$ cat src/hw/rtl/f2da_pkg.sv
// shared widths, codes and unit command type for the fragment address mapper
package f2da_pkg;

    // field widths
    localparam int FRAG_W     = 24;
    localparam int FIB_W      = 2;
    localparam int BLOCK_W    = FRAG_W - FIB_W;
    localparam int SLOT_W     = 5;
    localparam int OFS_W      = 16;
    localparam int LIN_W      = 40;
    localparam int CYL_W      = 22;
    localparam int ADDR_OUT_W = 24;
    localparam int SEC_W      = 8;
    localparam int CS_W       = 29;

    // geometry constants
    localparam int SECTORS_PER_FRAGMENT = 2;
    localparam int ROT_SET_SLOTS        = 32;

    // configuration registers
    localparam int BPC_W      = 12;
    localparam int BPRS_W     = 6;
    localparam int GEO_W      = 8;
    localparam int CFG_IDX_W  = 3;
    localparam int CFG_DATA_W = 12;

    localparam logic [CFG_IDX_W-1:0] REG_BPC  = 3'd0;
    localparam logic [CFG_IDX_W-1:0] REG_BPRS = 3'd1;
    localparam logic [CFG_IDX_W-1:0] REG_SPT  = 3'd2;
    localparam logic [CFG_IDX_W-1:0] REG_HDS  = 3'd3;
    localparam logic [CFG_IDX_W-1:0] REG_TRS  = 3'd4;

    // operation codes
    localparam logic OP_TRANSLATE = 1'b0;
    localparam logic OP_LOAD      = 1'b1;

    // serial divider and multiplier widths
    localparam int DVD_W  = CS_W;
    localparam int DVS_W  = BPC_W;
    localparam int MC_W   = 16;
    localparam int MP_W   = CYL_W;
    localparam int ACC_W  = MC_W + MP_W;
    localparam int STEP_W = 5;

    // command to a serial unit
    typedef struct packed {
        logic              start;
        logic [STEP_W-1:0] steps;
    } unit_cmd_t;

endpackage

$ cat src/hw/rtl/f2da_div.sv
// restoring divider, one quotient bit per cycle, dividend left-aligned
module f2da_div (
    input  logic                        clk,
    input  logic                        rst_n,
    input  f2da_pkg::unit_cmd_t         cmd,
    input  logic [f2da_pkg::DVD_W-1:0]  dividend,
    input  logic [f2da_pkg::DVS_W-1:0]  divisor,
    output logic [f2da_pkg::DVD_W-1:0]  quotient,
    output logic [f2da_pkg::DVS_W-1:0]  remainder,
    output logic                        done
);

    logic [f2da_pkg::STEP_W-1:0] cnt_reg, cnt_next;
    logic                        done_reg, done_next;
    logic [f2da_pkg::DVD_W-1:0]  quo_reg, quo_next;
    logic [f2da_pkg::DVS_W-1:0]  rem_reg, rem_next;
    logic [f2da_pkg::DVS_W-1:0]  dvs_reg, dvs_next;
    logic [f2da_pkg::DVS_W:0]    trial;
    logic [f2da_pkg::DVS_W:0]    diff;
    logic                        fits;

    // trial subtract of the shifted partial remainder
    assign trial = {rem_reg, quo_reg[f2da_pkg::DVD_W-1]};
    assign diff  = trial - {1'b0, dvs_reg};
    assign fits  = trial >= {1'b0, dvs_reg};

    always_comb
    begin
        cnt_next  = cnt_reg;
        done_next = 1'b0;
        quo_next  = quo_reg;
        rem_next  = rem_reg;
        dvs_next  = dvs_reg;
        if (cmd.start)
        begin
            cnt_next = cmd.steps;
            quo_next = dividend;
            rem_next = '0;
            dvs_next = divisor;
        end
        else if (cnt_reg != '0)
        begin
            cnt_next  = cnt_reg - 1'b1;
            quo_next  = {quo_reg[f2da_pkg::DVD_W-2:0], fits};
            rem_next  = fits ? diff[f2da_pkg::DVS_W-1:0] : trial[f2da_pkg::DVS_W-1:0];
            done_next = (cnt_reg == f2da_pkg::STEP_W'(1));
        end
    end

    // step counter and done pulse
    always_ff @(posedge clk or negedge rst_n)
    begin
        if (!rst_n)
        begin
            cnt_reg  <= '0;
            done_reg <= 1'b0;
        end
        else
        begin
            cnt_reg  <= cnt_next;
            done_reg <= done_next;
        end
    end

    // shift registers
    always_ff @(posedge clk)
    begin
        quo_reg <= quo_next;
        rem_reg <= rem_next;
        dvs_reg <= dvs_next;
    end

    assign quotient  = quo_reg;
    assign remainder = rem_reg;
    assign done      = done_reg;

endmodule

$ cat src/hw/rtl/f2da_mul.sv
// shift-add multiplier, one multiplier bit per cycle, msb first
module f2da_mul (
    input  logic                        clk,
    input  logic                        rst_n,
    input  f2da_pkg::unit_cmd_t         cmd,
    input  logic [f2da_pkg::MC_W-1:0]   multiplicand,
    input  logic [f2da_pkg::MP_W-1:0]   multiplier,
    output logic [f2da_pkg::ACC_W-1:0]  product,
    output logic                        done
);

    logic [f2da_pkg::STEP_W-1:0] cnt_reg, cnt_next;
    logic                        done_reg, done_next;
    logic [f2da_pkg::MC_W-1:0]   mc_reg, mc_next;
    logic [f2da_pkg::MP_W-1:0]   mp_reg, mp_next;
    logic [f2da_pkg::ACC_W-1:0]  acc_reg, acc_next;
    logic [f2da_pkg::ACC_W-1:0]  addend;

    assign addend = mp_reg[f2da_pkg::MP_W-1] ? f2da_pkg::ACC_W'(mc_reg) : '0;

    always_comb
    begin
        cnt_next  = cnt_reg;
        done_next = 1'b0;
        mc_next   = mc_reg;
        mp_next   = mp_reg;
        acc_next  = acc_reg;
        if (cmd.start)
        begin
            cnt_next = cmd.steps;
            mc_next  = multiplicand;
            mp_next  = multiplier;
            acc_next = '0;
        end
        else if (cnt_reg != '0)
        begin
            cnt_next  = cnt_reg - 1'b1;
            mp_next   = {mp_reg[f2da_pkg::MP_W-2:0], 1'b0};
            acc_next  = {acc_reg[f2da_pkg::ACC_W-2:0], 1'b0} + addend;
            done_next = (cnt_reg == f2da_pkg::STEP_W'(1));
        end
    end

    // step counter and done pulse
    always_ff @(posedge clk or negedge rst_n)
    begin
        if (!rst_n)
        begin
            cnt_reg  <= '0;
            done_reg <= 1'b0;
        end
        else
        begin
            cnt_reg  <= cnt_next;
            done_reg <= done_next;
        end
    end

    // operand and accumulator registers
    always_ff @(posedge clk)
    begin
        mc_reg  <= mc_next;
        mp_reg  <= mp_next;
        acc_reg <= acc_next;
    end

    assign product = acc_reg;
    assign done    = done_reg;

endmodule

$ cat src/hw/rtl/fragment_to_disk_address_top.sv
// fragment to disk address mapper: top level with sequencer and offset table
//
// A beat is taken when start is high and busy is low. A load beat (operation
// high) writes one slot of the 32-entry offset table and its acknowledge
// appears on the result ports, with done high, in the next cycle; a new beat
// may be started right away. A translate beat keeps busy high while three
// divisions run on one shared restoring divider at one quotient bit per
// cycle (22, 12 and 29 bits) and four products on one shift-add multiplier
// at one bit per cycle (8, 12, 8 and 22 bits), each started when the one
// before it is done. Results are shown for exactly one cycle with done high
// and the receiver cannot stall them. A table slot must be loaded before a
// translation reads it. Geometry registers are written through the cfg port,
// which is always ready, and must only be written while busy is low.
module fragment_to_disk_address_top (
    input  logic                             clk,
    input  logic                             rst_n,
    input  logic                             start,
    output logic                             busy,
    input  logic                             operation,
    input  logic [f2da_pkg::FRAG_W-1:0]      frag_index,
    input  logic [f2da_pkg::SLOT_W-1:0]      slot_number,
    input  logic [f2da_pkg::OFS_W-1:0]       slot_offset,
    input  logic                             cfg_valid,
    output logic                             cfg_ready,
    input  logic [f2da_pkg::CFG_IDX_W-1:0]   cfg_index,
    input  logic [f2da_pkg::CFG_DATA_W-1:0]  cfg_data,
    output logic                             done,
    output logic [f2da_pkg::LIN_W-1:0]       linear_sector,
    output logic [f2da_pkg::ADDR_OUT_W-1:0]  cylinder_out,
    output logic [f2da_pkg::ADDR_OUT_W-1:0]  head_out,
    output logic [f2da_pkg::SEC_W-1:0]       sector_in_track,
    output logic                             load_done
);

    typedef enum logic [2:0] {
        ST_IDLE,
        ST_DIV_CYL,
        ST_DIV_SET,
        ST_MUL_TRS,
        ST_MUL_SET,
        ST_MUL_HDS,
        ST_MUL_CYL,
        ST_DIV_HEAD
    } state_t;

    state_t state_reg, state_next;

    // geometry registers
    logic [f2da_pkg::BPC_W-1:0]  bpc_reg, bpc_next;
    logic [f2da_pkg::BPRS_W-1:0] bprs_reg, bprs_next;
    logic [f2da_pkg::GEO_W-1:0]  spt_reg, spt_next;
    logic [f2da_pkg::GEO_W-1:0]  hds_reg, hds_next;
    logic [f2da_pkg::GEO_W-1:0]  trs_reg, trs_next;

    // per-item working registers
    logic [f2da_pkg::FIB_W-1:0]  fib_reg, fib_next;
    logic [f2da_pkg::CYL_W-1:0]  cyl_reg, cyl_next;
    logic [f2da_pkg::BPC_W-1:0]  rs_reg, rs_next;
    logic [f2da_pkg::SLOT_W-1:0] slot_reg, slot_next;
    logic [f2da_pkg::CS_W-1:0]   cs_reg, cs_next;

    // registered outputs
    logic                             done_reg, done_next;
    logic [f2da_pkg::LIN_W-1:0]       lin_reg, lin_next;
    logic [f2da_pkg::ADDR_OUT_W-1:0]  cyl_out_reg, cyl_out_next;
    logic [f2da_pkg::ADDR_OUT_W-1:0]  head_reg, head_next;
    logic [f2da_pkg::SEC_W-1:0]       sec_reg, sec_next;
    logic                             ld_reg, ld_next;

    // offset table
    logic [f2da_pkg::OFS_W-1:0] offset_table_mem [f2da_pkg::ROT_SET_SLOTS];
    logic [f2da_pkg::OFS_W-1:0] table_rd_reg;

    // serial units
    f2da_pkg::unit_cmd_t          div_cmd, mul_cmd;
    logic [f2da_pkg::DVD_W-1:0]   div_dvd;
    logic [f2da_pkg::DVS_W-1:0]   div_dvs;
    logic [f2da_pkg::DVD_W-1:0]   div_quo;
    logic [f2da_pkg::DVS_W-1:0]   div_rem;
    logic                         div_done;
    logic [f2da_pkg::MC_W-1:0]    mul_mc;
    logic [f2da_pkg::MP_W-1:0]    mul_mp;
    logic [f2da_pkg::ACC_W-1:0]   mul_acc;
    logic                         mul_done;

    logic                         accept;
    logic                         table_we;
    logic [f2da_pkg::BPC_W-1:0]   bpc_nz;
    logic [f2da_pkg::BPRS_W-1:0]  bprs_nz;
    logic [f2da_pkg::GEO_W-1:0]   spt_nz;
    logic [f2da_pkg::CS_W-1:0]    cs_sum;
    logic [f2da_pkg::LIN_W-1:0]   lin_sum;

    assign busy      = (state_reg != ST_IDLE);
    assign cfg_ready = 1'b1;
    assign accept    = start && !busy;
    assign table_we  = accept && (operation == f2da_pkg::OP_LOAD);

    // zero divisors act as one
    assign bpc_nz  = (bpc_reg == '0) ? f2da_pkg::BPC_W'(1) : bpc_reg;
    assign bprs_nz = (bprs_reg == '0) ? f2da_pkg::BPRS_W'(1) : bprs_reg;
    assign spt_nz  = (spt_reg == '0) ? f2da_pkg::GEO_W'(1) : spt_reg;

    // sector offset within the cylinder and the linear sector
    assign cs_sum = mul_acc[f2da_pkg::CS_W-1:0] + f2da_pkg::CS_W'(table_rd_reg)
                  + f2da_pkg::CS_W'(fib_reg) * f2da_pkg::CS_W'(f2da_pkg::SECTORS_PER_FRAGMENT);
    assign lin_sum = f2da_pkg::LIN_W'(mul_acc) + f2da_pkg::LIN_W'(cs_reg);

    f2da_div u_div (
        .clk       (clk),
        .rst_n     (rst_n),
        .cmd       (div_cmd),
        .dividend  (div_dvd),
        .divisor   (div_dvs),
        .quotient  (div_quo),
        .remainder (div_rem),
        .done      (div_done)
    );

    f2da_mul u_mul (
        .clk          (clk),
        .rst_n        (rst_n),
        .cmd          (mul_cmd),
        .multiplicand (mul_mc),
        .multiplier   (mul_mp),
        .product      (mul_acc),
        .done         (mul_done)
    );

    // sequencer
    always_comb
    begin
        state_next   = state_reg;
        bpc_next     = bpc_reg;
        bprs_next    = bprs_reg;
        spt_next     = spt_reg;
        hds_next     = hds_reg;
        trs_next     = trs_reg;
        fib_next     = fib_reg;
        cyl_next     = cyl_reg;
        rs_next      = rs_reg;
        slot_next    = slot_reg;
        cs_next      = cs_reg;
        done_next    = 1'b0;
        lin_next     = lin_reg;
        cyl_out_next = cyl_out_reg;
        head_next    = head_reg;
        sec_next     = sec_reg;
        ld_next      = ld_reg;
        div_cmd      = '0;
        mul_cmd      = '0;
        div_dvd      = '0;
        div_dvs      = '0;
        mul_mc       = '0;
        mul_mp       = '0;

        // configuration writes
        if (cfg_valid && cfg_ready)
        begin
            case (cfg_index)
                f2da_pkg::REG_BPC:  bpc_next  = cfg_data[f2da_pkg::BPC_W-1:0];
                f2da_pkg::REG_BPRS: bprs_next = cfg_data[f2da_pkg::BPRS_W-1:0];
                f2da_pkg::REG_SPT:  spt_next  = cfg_data[f2da_pkg::GEO_W-1:0];
                f2da_pkg::REG_HDS:  hds_next  = cfg_data[f2da_pkg::GEO_W-1:0];
                f2da_pkg::REG_TRS:  trs_next  = cfg_data[f2da_pkg::GEO_W-1:0];
                default: ;
            endcase
        end

        case (state_reg)
            ST_IDLE:
            begin
                if (table_we)
                begin
                    // load acknowledge
                    done_next    = 1'b1;
                    ld_next      = 1'b1;
                    lin_next     = '0;
                    cyl_out_next = '0;
                    head_next    = '0;
                    sec_next     = '0;
                end
                else if (accept)
                begin
                    // block / blocks_per_cylinder
                    fib_next      = frag_index[f2da_pkg::FIB_W-1:0];
                    div_cmd.start = 1'b1;
                    div_cmd.steps = f2da_pkg::STEP_W'(f2da_pkg::BLOCK_W);
                    div_dvd       = {frag_index[f2da_pkg::FRAG_W-1:f2da_pkg::FIB_W],
                                     (f2da_pkg::DVD_W - f2da_pkg::BLOCK_W)'(0)};
                    div_dvs       = bpc_nz;
                    state_next    = ST_DIV_CYL;
                end
            end
            ST_DIV_CYL:
            begin
                if (div_done)
                begin
                    // block in cylinder / blocks_per_rot_set
                    cyl_next      = div_quo[f2da_pkg::CYL_W-1:0];
                    div_cmd.start = 1'b1;
                    div_cmd.steps = f2da_pkg::STEP_W'(f2da_pkg::BPC_W);
                    div_dvd       = {div_rem, (f2da_pkg::DVD_W - f2da_pkg::BPC_W)'(0)};
                    div_dvs       = f2da_pkg::DVS_W'(bprs_nz);
                    state_next    = ST_DIV_SET;
                end
            end
            ST_DIV_SET:
            begin
                if (div_done)
                begin
                    // rotational set and slot, then spt * tracks_per_rot_set
                    rs_next       = div_quo[f2da_pkg::BPC_W-1:0];
                    slot_next     = div_rem[f2da_pkg::SLOT_W-1:0];
                    mul_cmd.start = 1'b1;
                    mul_cmd.steps = f2da_pkg::STEP_W'(f2da_pkg::GEO_W);
                    mul_mc        = f2da_pkg::MC_W'(spt_reg);
                    mul_mp        = {trs_reg, (f2da_pkg::MP_W - f2da_pkg::GEO_W)'(0)};
                    state_next    = ST_MUL_TRS;
                end
            end
            ST_MUL_TRS:
            begin
                if (mul_done)
                begin
                    // times the rotational set
                    mul_cmd.start = 1'b1;
                    mul_cmd.steps = f2da_pkg::STEP_W'(f2da_pkg::BPC_W);
                    mul_mc        = mul_acc[f2da_pkg::MC_W-1:0];
                    mul_mp        = {rs_reg, (f2da_pkg::MP_W - f2da_pkg::BPC_W)'(0)};
                    state_next    = ST_MUL_SET;
                end
            end
            ST_MUL_SET:
            begin
                if (mul_done)
                begin
                    // add slot offset and fragment, then spt * head_count
                    cs_next       = cs_sum;
                    mul_cmd.start = 1'b1;
                    mul_cmd.steps = f2da_pkg::STEP_W'(f2da_pkg::GEO_W);
                    mul_mc        = f2da_pkg::MC_W'(spt_reg);
                    mul_mp        = {hds_reg, (f2da_pkg::MP_W - f2da_pkg::GEO_W)'(0)};
                    state_next    = ST_MUL_HDS;
                end
            end
            ST_MUL_HDS:
            begin
                if (mul_done)
                begin
                    // times the cylinder
                    mul_cmd.start = 1'b1;
                    mul_cmd.steps = f2da_pkg::STEP_W'(f2da_pkg::CYL_W);
                    mul_mc        = mul_acc[f2da_pkg::MC_W-1:0];
                    mul_mp        = cyl_reg;
                    state_next    = ST_MUL_CYL;
                end
            end
            ST_MUL_CYL:
            begin
                if (mul_done)
                begin
                    // linear sector, then sector in cylinder / spt
                    lin_next      = lin_sum;
                    cyl_out_next  = f2da_pkg::ADDR_OUT_W'(cyl_reg);
                    div_cmd.start = 1'b1;
                    div_cmd.steps = f2da_pkg::STEP_W'(f2da_pkg::CS_W);
                    div_dvd       = cs_reg;
                    div_dvs       = f2da_pkg::DVS_W'(spt_nz);
                    state_next    = ST_DIV_HEAD;
                end
            end
            ST_DIV_HEAD:
            begin
                if (div_done)
                begin
                    head_next  = div_quo[f2da_pkg::ADDR_OUT_W-1:0];
                    sec_next   = div_rem[f2da_pkg::SEC_W-1:0];
                    ld_next    = 1'b0;
                    done_next  = 1'b1;
                    state_next = ST_IDLE;
                end
            end
            default:
            begin
                state_next = ST_IDLE;
            end
        endcase
    end

    // state, configuration, working registers and registered outputs
    always_ff @(posedge clk or negedge rst_n)
    begin
        if (!rst_n)
        begin
            state_reg   <= ST_IDLE;
            bpc_reg     <= f2da_pkg::BPC_W'(1);
            bprs_reg    <= f2da_pkg::BPRS_W'(1);
            spt_reg     <= f2da_pkg::GEO_W'(1);
            hds_reg     <= f2da_pkg::GEO_W'(1);
            trs_reg     <= f2da_pkg::GEO_W'(1);
            fib_reg     <= '0;
            cyl_reg     <= '0;
            rs_reg      <= '0;
            slot_reg    <= '0;
            cs_reg      <= '0;
            done_reg    <= 1'b0;
            lin_reg     <= '0;
            cyl_out_reg <= '0;
            head_reg    <= '0;
            sec_reg     <= '0;
            ld_reg      <= 1'b0;
        end
        else
        begin
            state_reg   <= state_next;
            bpc_reg     <= bpc_next;
            bprs_reg    <= bprs_next;
            spt_reg     <= spt_next;
            hds_reg     <= hds_next;
            trs_reg     <= trs_next;
            fib_reg     <= fib_next;
            cyl_reg     <= cyl_next;
            rs_reg      <= rs_next;
            slot_reg    <= slot_next;
            cs_reg      <= cs_next;
            done_reg    <= done_next;
            lin_reg     <= lin_next;
            cyl_out_reg <= cyl_out_next;
            head_reg    <= head_next;
            sec_reg     <= sec_next;
            ld_reg      <= ld_next;
        end
    end

    // offset table write port and registered read port
    always_ff @(posedge clk)
    begin
        if (table_we)
        begin
            offset_table_mem[slot_number] <= slot_offset;
        end
        table_rd_reg <= offset_table_mem[slot_reg];
    end

    assign done            = done_reg;
    assign linear_sector   = lin_reg;
    assign cylinder_out    = cyl_out_reg;
    assign head_out        = head_reg;
    assign sector_in_track = sec_reg;
    assign load_done       = ld_reg;

endmodule

$ cat config.mk
export PLATFORM = sky130hd
export DESIGN_NAME = fragment_to_disk_address_top
export DESIGN_NICKNAME = d
export VERILOG_FILES = /design/src/hw/rtl/f2da_pkg.sv /design/src/hw/rtl/f2da_div.sv /design/src/hw/rtl/f2da_mul.sv /design/src/hw/rtl/fragment_to_disk_address_top.sv
export SDC_FILE = /design/constraint.sdc
export NUM_CORES = 1
export LEC_CHECK = 0
export BUFFER_PORTS_ARGS = -buffer_cell sky130_fd_sc_hd__buf_2
export CAP_MARGIN = 20
export CORE_MARGIN = 10
export CORE_UTILIZATION = 40
export CTS_CLUSTER_DIAMETER = 120
export CTS_CLUSTER_SIZE = 16
export DETAILED_ROUTE_END_ITERATION = 10
export PLACE_DENSITY = 0.57
export SETUP_SLACK_MARGIN = 0.05
export SLEW_MARGIN = 20
export SYNTH_ARGS = -nofsm -noshare
export SYNTH_HDL_FRONTEND = slang
export SYNTH_SLANG_ARGS = --single-unit
export TNS_END_PERCENT = 20
$ cat constraint.sdc
create_clock -name clk -period 4.15 [get_ports clk]
set_clock_uncertainty 0.2 [all_clocks]
set_input_delay 0.415 -clock clk [delete_from_list [all_inputs] [get_ports clk]]
set_output_delay 0.415 -clock clk [all_outputs]
set_load 0.02 [all_outputs]
==> out/qor.txt <==
status: complete, no violations
CTS buffer count: 60
critical path startpoint: fib_reg[0]
Peak supply drop: 375 µV
CP required: 4.47 ns
synthesized flop and latch total: 879
GRT Total Usage: 0.178
Lkg Pwr: 16.1 nW
grt ovf: 0
clk root buf: clkbuf_16
Synth Flop Type: edfxtp_1
Fin Setup TNS: 0 ns
Placer Congestion: 0.861
CP Capture Type: flop
Layout Utilization: 0.455
Post-synth EDFFs: 591
WL per Instance: 23.6 µm
Hold Path Depth: 1
PortBufs: 160
worst r2r dst: cs_reg[25]
Clock transition at path regs: 0.08 ns
CTS max path bufs: 3
Routed Antenna Nets: 0
Tcrit/Tclk final: 0.872
final wirelength: 99.0 mm
1st-pass router iterations: 8
Peak Freq: 276 MHz
R2R cell count: 13
DP HPWL: 68.6 mm
final setup fails: 0
vias per cell: 5.58
Worst slew margin: 0.290
global-route wire length before repair: 150 mm
routed wire length on met3: 5.66 mm
Tmin final: 3.62 ns
RR Startpoint: fib_reg[0]
WP data arrival: 3.94 ns
Critical Path Sink: cs_reg[25]
Unique masters post-synth: 98
H-tree levels: 2
DRT iter0 DRCs: 2263
fin. max-slew vios: 0
starting density of the core: 0.405
Ys Warns: 0
initial antenna violation count: 7
Min-Delay Path Class: in -> reg
die width: 331 µm
share of cells above drive strength 1: 0.218
vias in the first global route: 23583
synth-to-layout area growth: 12.2%
cell count after synthesis: 2681
sequential share of the synthesized area: 0.637
final hold vios: 0
# IOs: 165
die height: 331 µm
register name with the most flops: offset_table_mem
RSZ-0062 raised after global routing: no
postcts setup bufs: 0
Skew-Pair Late Insertion Delay: 0.67 ns
average size of a mapped cell: 14.4 µm²
Netlist Area Pre-Place: 0.0387 mm²
DIE AREA: 0.110 mm²
Row Count: 113
CTS resizes: 0
Max Cap Viol: 0
drt drc: 0
path type of the worst setup path: reg -> reg
largest net degree at the start of global routing: 99
nature of the critical path startpoint: flop
PwrDens: 592 mW/mm²
Total Nets Final: 3047
CTS tree: yes
non-filler cells, final: 4189
Synth async-reset ratio: 0.253
CORE AREA: 0.0954 mm²
Worst-Margin Slew: 1.06 ns
met1 WL: 42.6 mm
Post-CTS Hold Fix Bufs: 37
max FFs per register: 512
Reg2Reg Setup Slack: 0.53 ns
Sink Count: 879
fill count: 8409
Placed Instances: 4050
peak fanout along the critical path: 5
via count: 23359
WL met2: 48.2 mm
Top Metal Used: met5
worst min-delay path by stage:
| stage | from | end | slack, ns |
|---|---|---|---|
| 2_1_floorplan | rst_n | bpc_reg[10] | -0.08 |
| 3_3_place_gp | sector_in_track[0] | sector_in_track[0] | 0.26 |
| 3_5_place_dp | linear_sector[23] | linear_sector[23] | 0.27 |
| 4_1_cts | slot_offset[9] | offset_table_mem[23][9] | 0.03 |
| 5_1_grt | cfg_index[2] | spt_reg[2] | 0.06 |
| 6_report | slot_offset[9] | offset_table_mem[18][9] | 0.07 |
layout by cell type (no fill, tap or decap), drive strengths merged, types with 73 or more instances in the layout:
| cell type | instances |
|---|---|
| o21ai | 169 |
| dfrtp | 217 |
| mux4 | 160 |
| nand2 | 293 |
| a21oi | 103 |
| edfxtp | 591 |
| nand3 | 73 |
| inv | 74 |
| mux2 | 97 |
| clkbuf | 99 |
| ha | 92 |
| nor2 | 119 |
| buf | 250 |
area by class of cell:
cell class                      count  area (µm²)  area share
Sequential cell                   879       24600       0.568
Tap cell                         1265        1580      0.0365
Clock buffer                       99        1670      0.0385
Clock inverter                      2        46.3     0.00107
Inverter                           75         282     0.00649
Multi-Input combinational cell   1581       13200       0.304
Timing Repair Buffer              287        1980      0.0457
Antenna cell                        1        2.50   0.0000577
power by group:
group	total (mW)	switching, mW	internal (mW)
clock network	5.66	2.92	2.74
registers	12.2	1.47	10.7
logic	7.83	4.41	3.43
cell usage after synthesis, drive strengths merged (5+ instances only):
master | number | area [µm²]
a221oi | 5 | 73.8
dfrtp | 217 | 5430
inv | 74 | 278
xnor2 | 63 | 552
and2 | 34 | 218
dfstp | 5 | 131
o21bai | 11 | 82.6
nand3 | 73 | 365
mux2i | 6 | 60.1
nand2 | 293 | 1100
ha | 92 | 1150
mux4 | 160 | 3600
nand2b | 5 | 31.3
mux2 | 97 | 1090
xor2 | 35 | 307
clkbuf | 104 | 393
o21a | 5 | 37.5
a211oi | 29 | 245
nand3b | 5 | 37.5
nor2b | 10 | 70.1
a222oi | 39 | 390
o21ai | 169 | 872
nor4 | 10 | 105
nand4 | 20 | 153
dfxtp | 66 | 1320
edfxtp | 591 | 17700
nor2 | 119 | 452
nor3 | 30 | 175
a22o | 26 | 228
a21oi | 103 | 531
and3 | 15 | 96.3
o211ai | 5 | 42.5
a31oi | 21 | 146
buf | 43 | 241
and4 | 8 | 70.1
a21o | 29 | 219
fa | 6 | 120
kinds of logic after synthesis:
kind of cell	share of synthesized area
AOI/OAI and AO/OA	0.0824
xor gates and xnor gates	0.0222
adders and majority gates	0.0329
buffers and inverters	0.0240
DFF	0.637
muxes	0.123
other	0.000194
and+or+nand+nor	0.0785
per-stage QoR:
stage               total power [mW]  area, µm²  setup WS [ns]  hold slack [ns]
finish                          25.7      43400          0.533           0.0733
global route                    27.2      43400          0.345           0.0612
CTS                             25.9      43400          0.531           0.0343
detailed placement              20.2      41300          0.545            0.270
global placement                20.0      41300          0.531            0.259
floorplan                       17.6      38700          0.816          -0.0806
critical path, stage by stage (launching register included):
cell	delay [ns]
dfrtp_1	0.40
fa_1	0.54
ha_1	0.19
inv_1	0.06
fa_1	0.43
nor2b_4	0.13
o21ai_2	0.06
a21bo_1	0.20
a311oi_2	0.29
a221o_2	0.29
a2111oi_4	0.12
nor4_2	0.31
xnor2_1	0.16
o21ai_1	0.07
routing by layer:
metal	vias to the layer above	global-route usage
met5	-	0
met1	11954	0.242
met3	121	0.0243
li1	10601	-
met2	673	0.299
met4	10	0.0474
(Power assumes the default switching activity.)
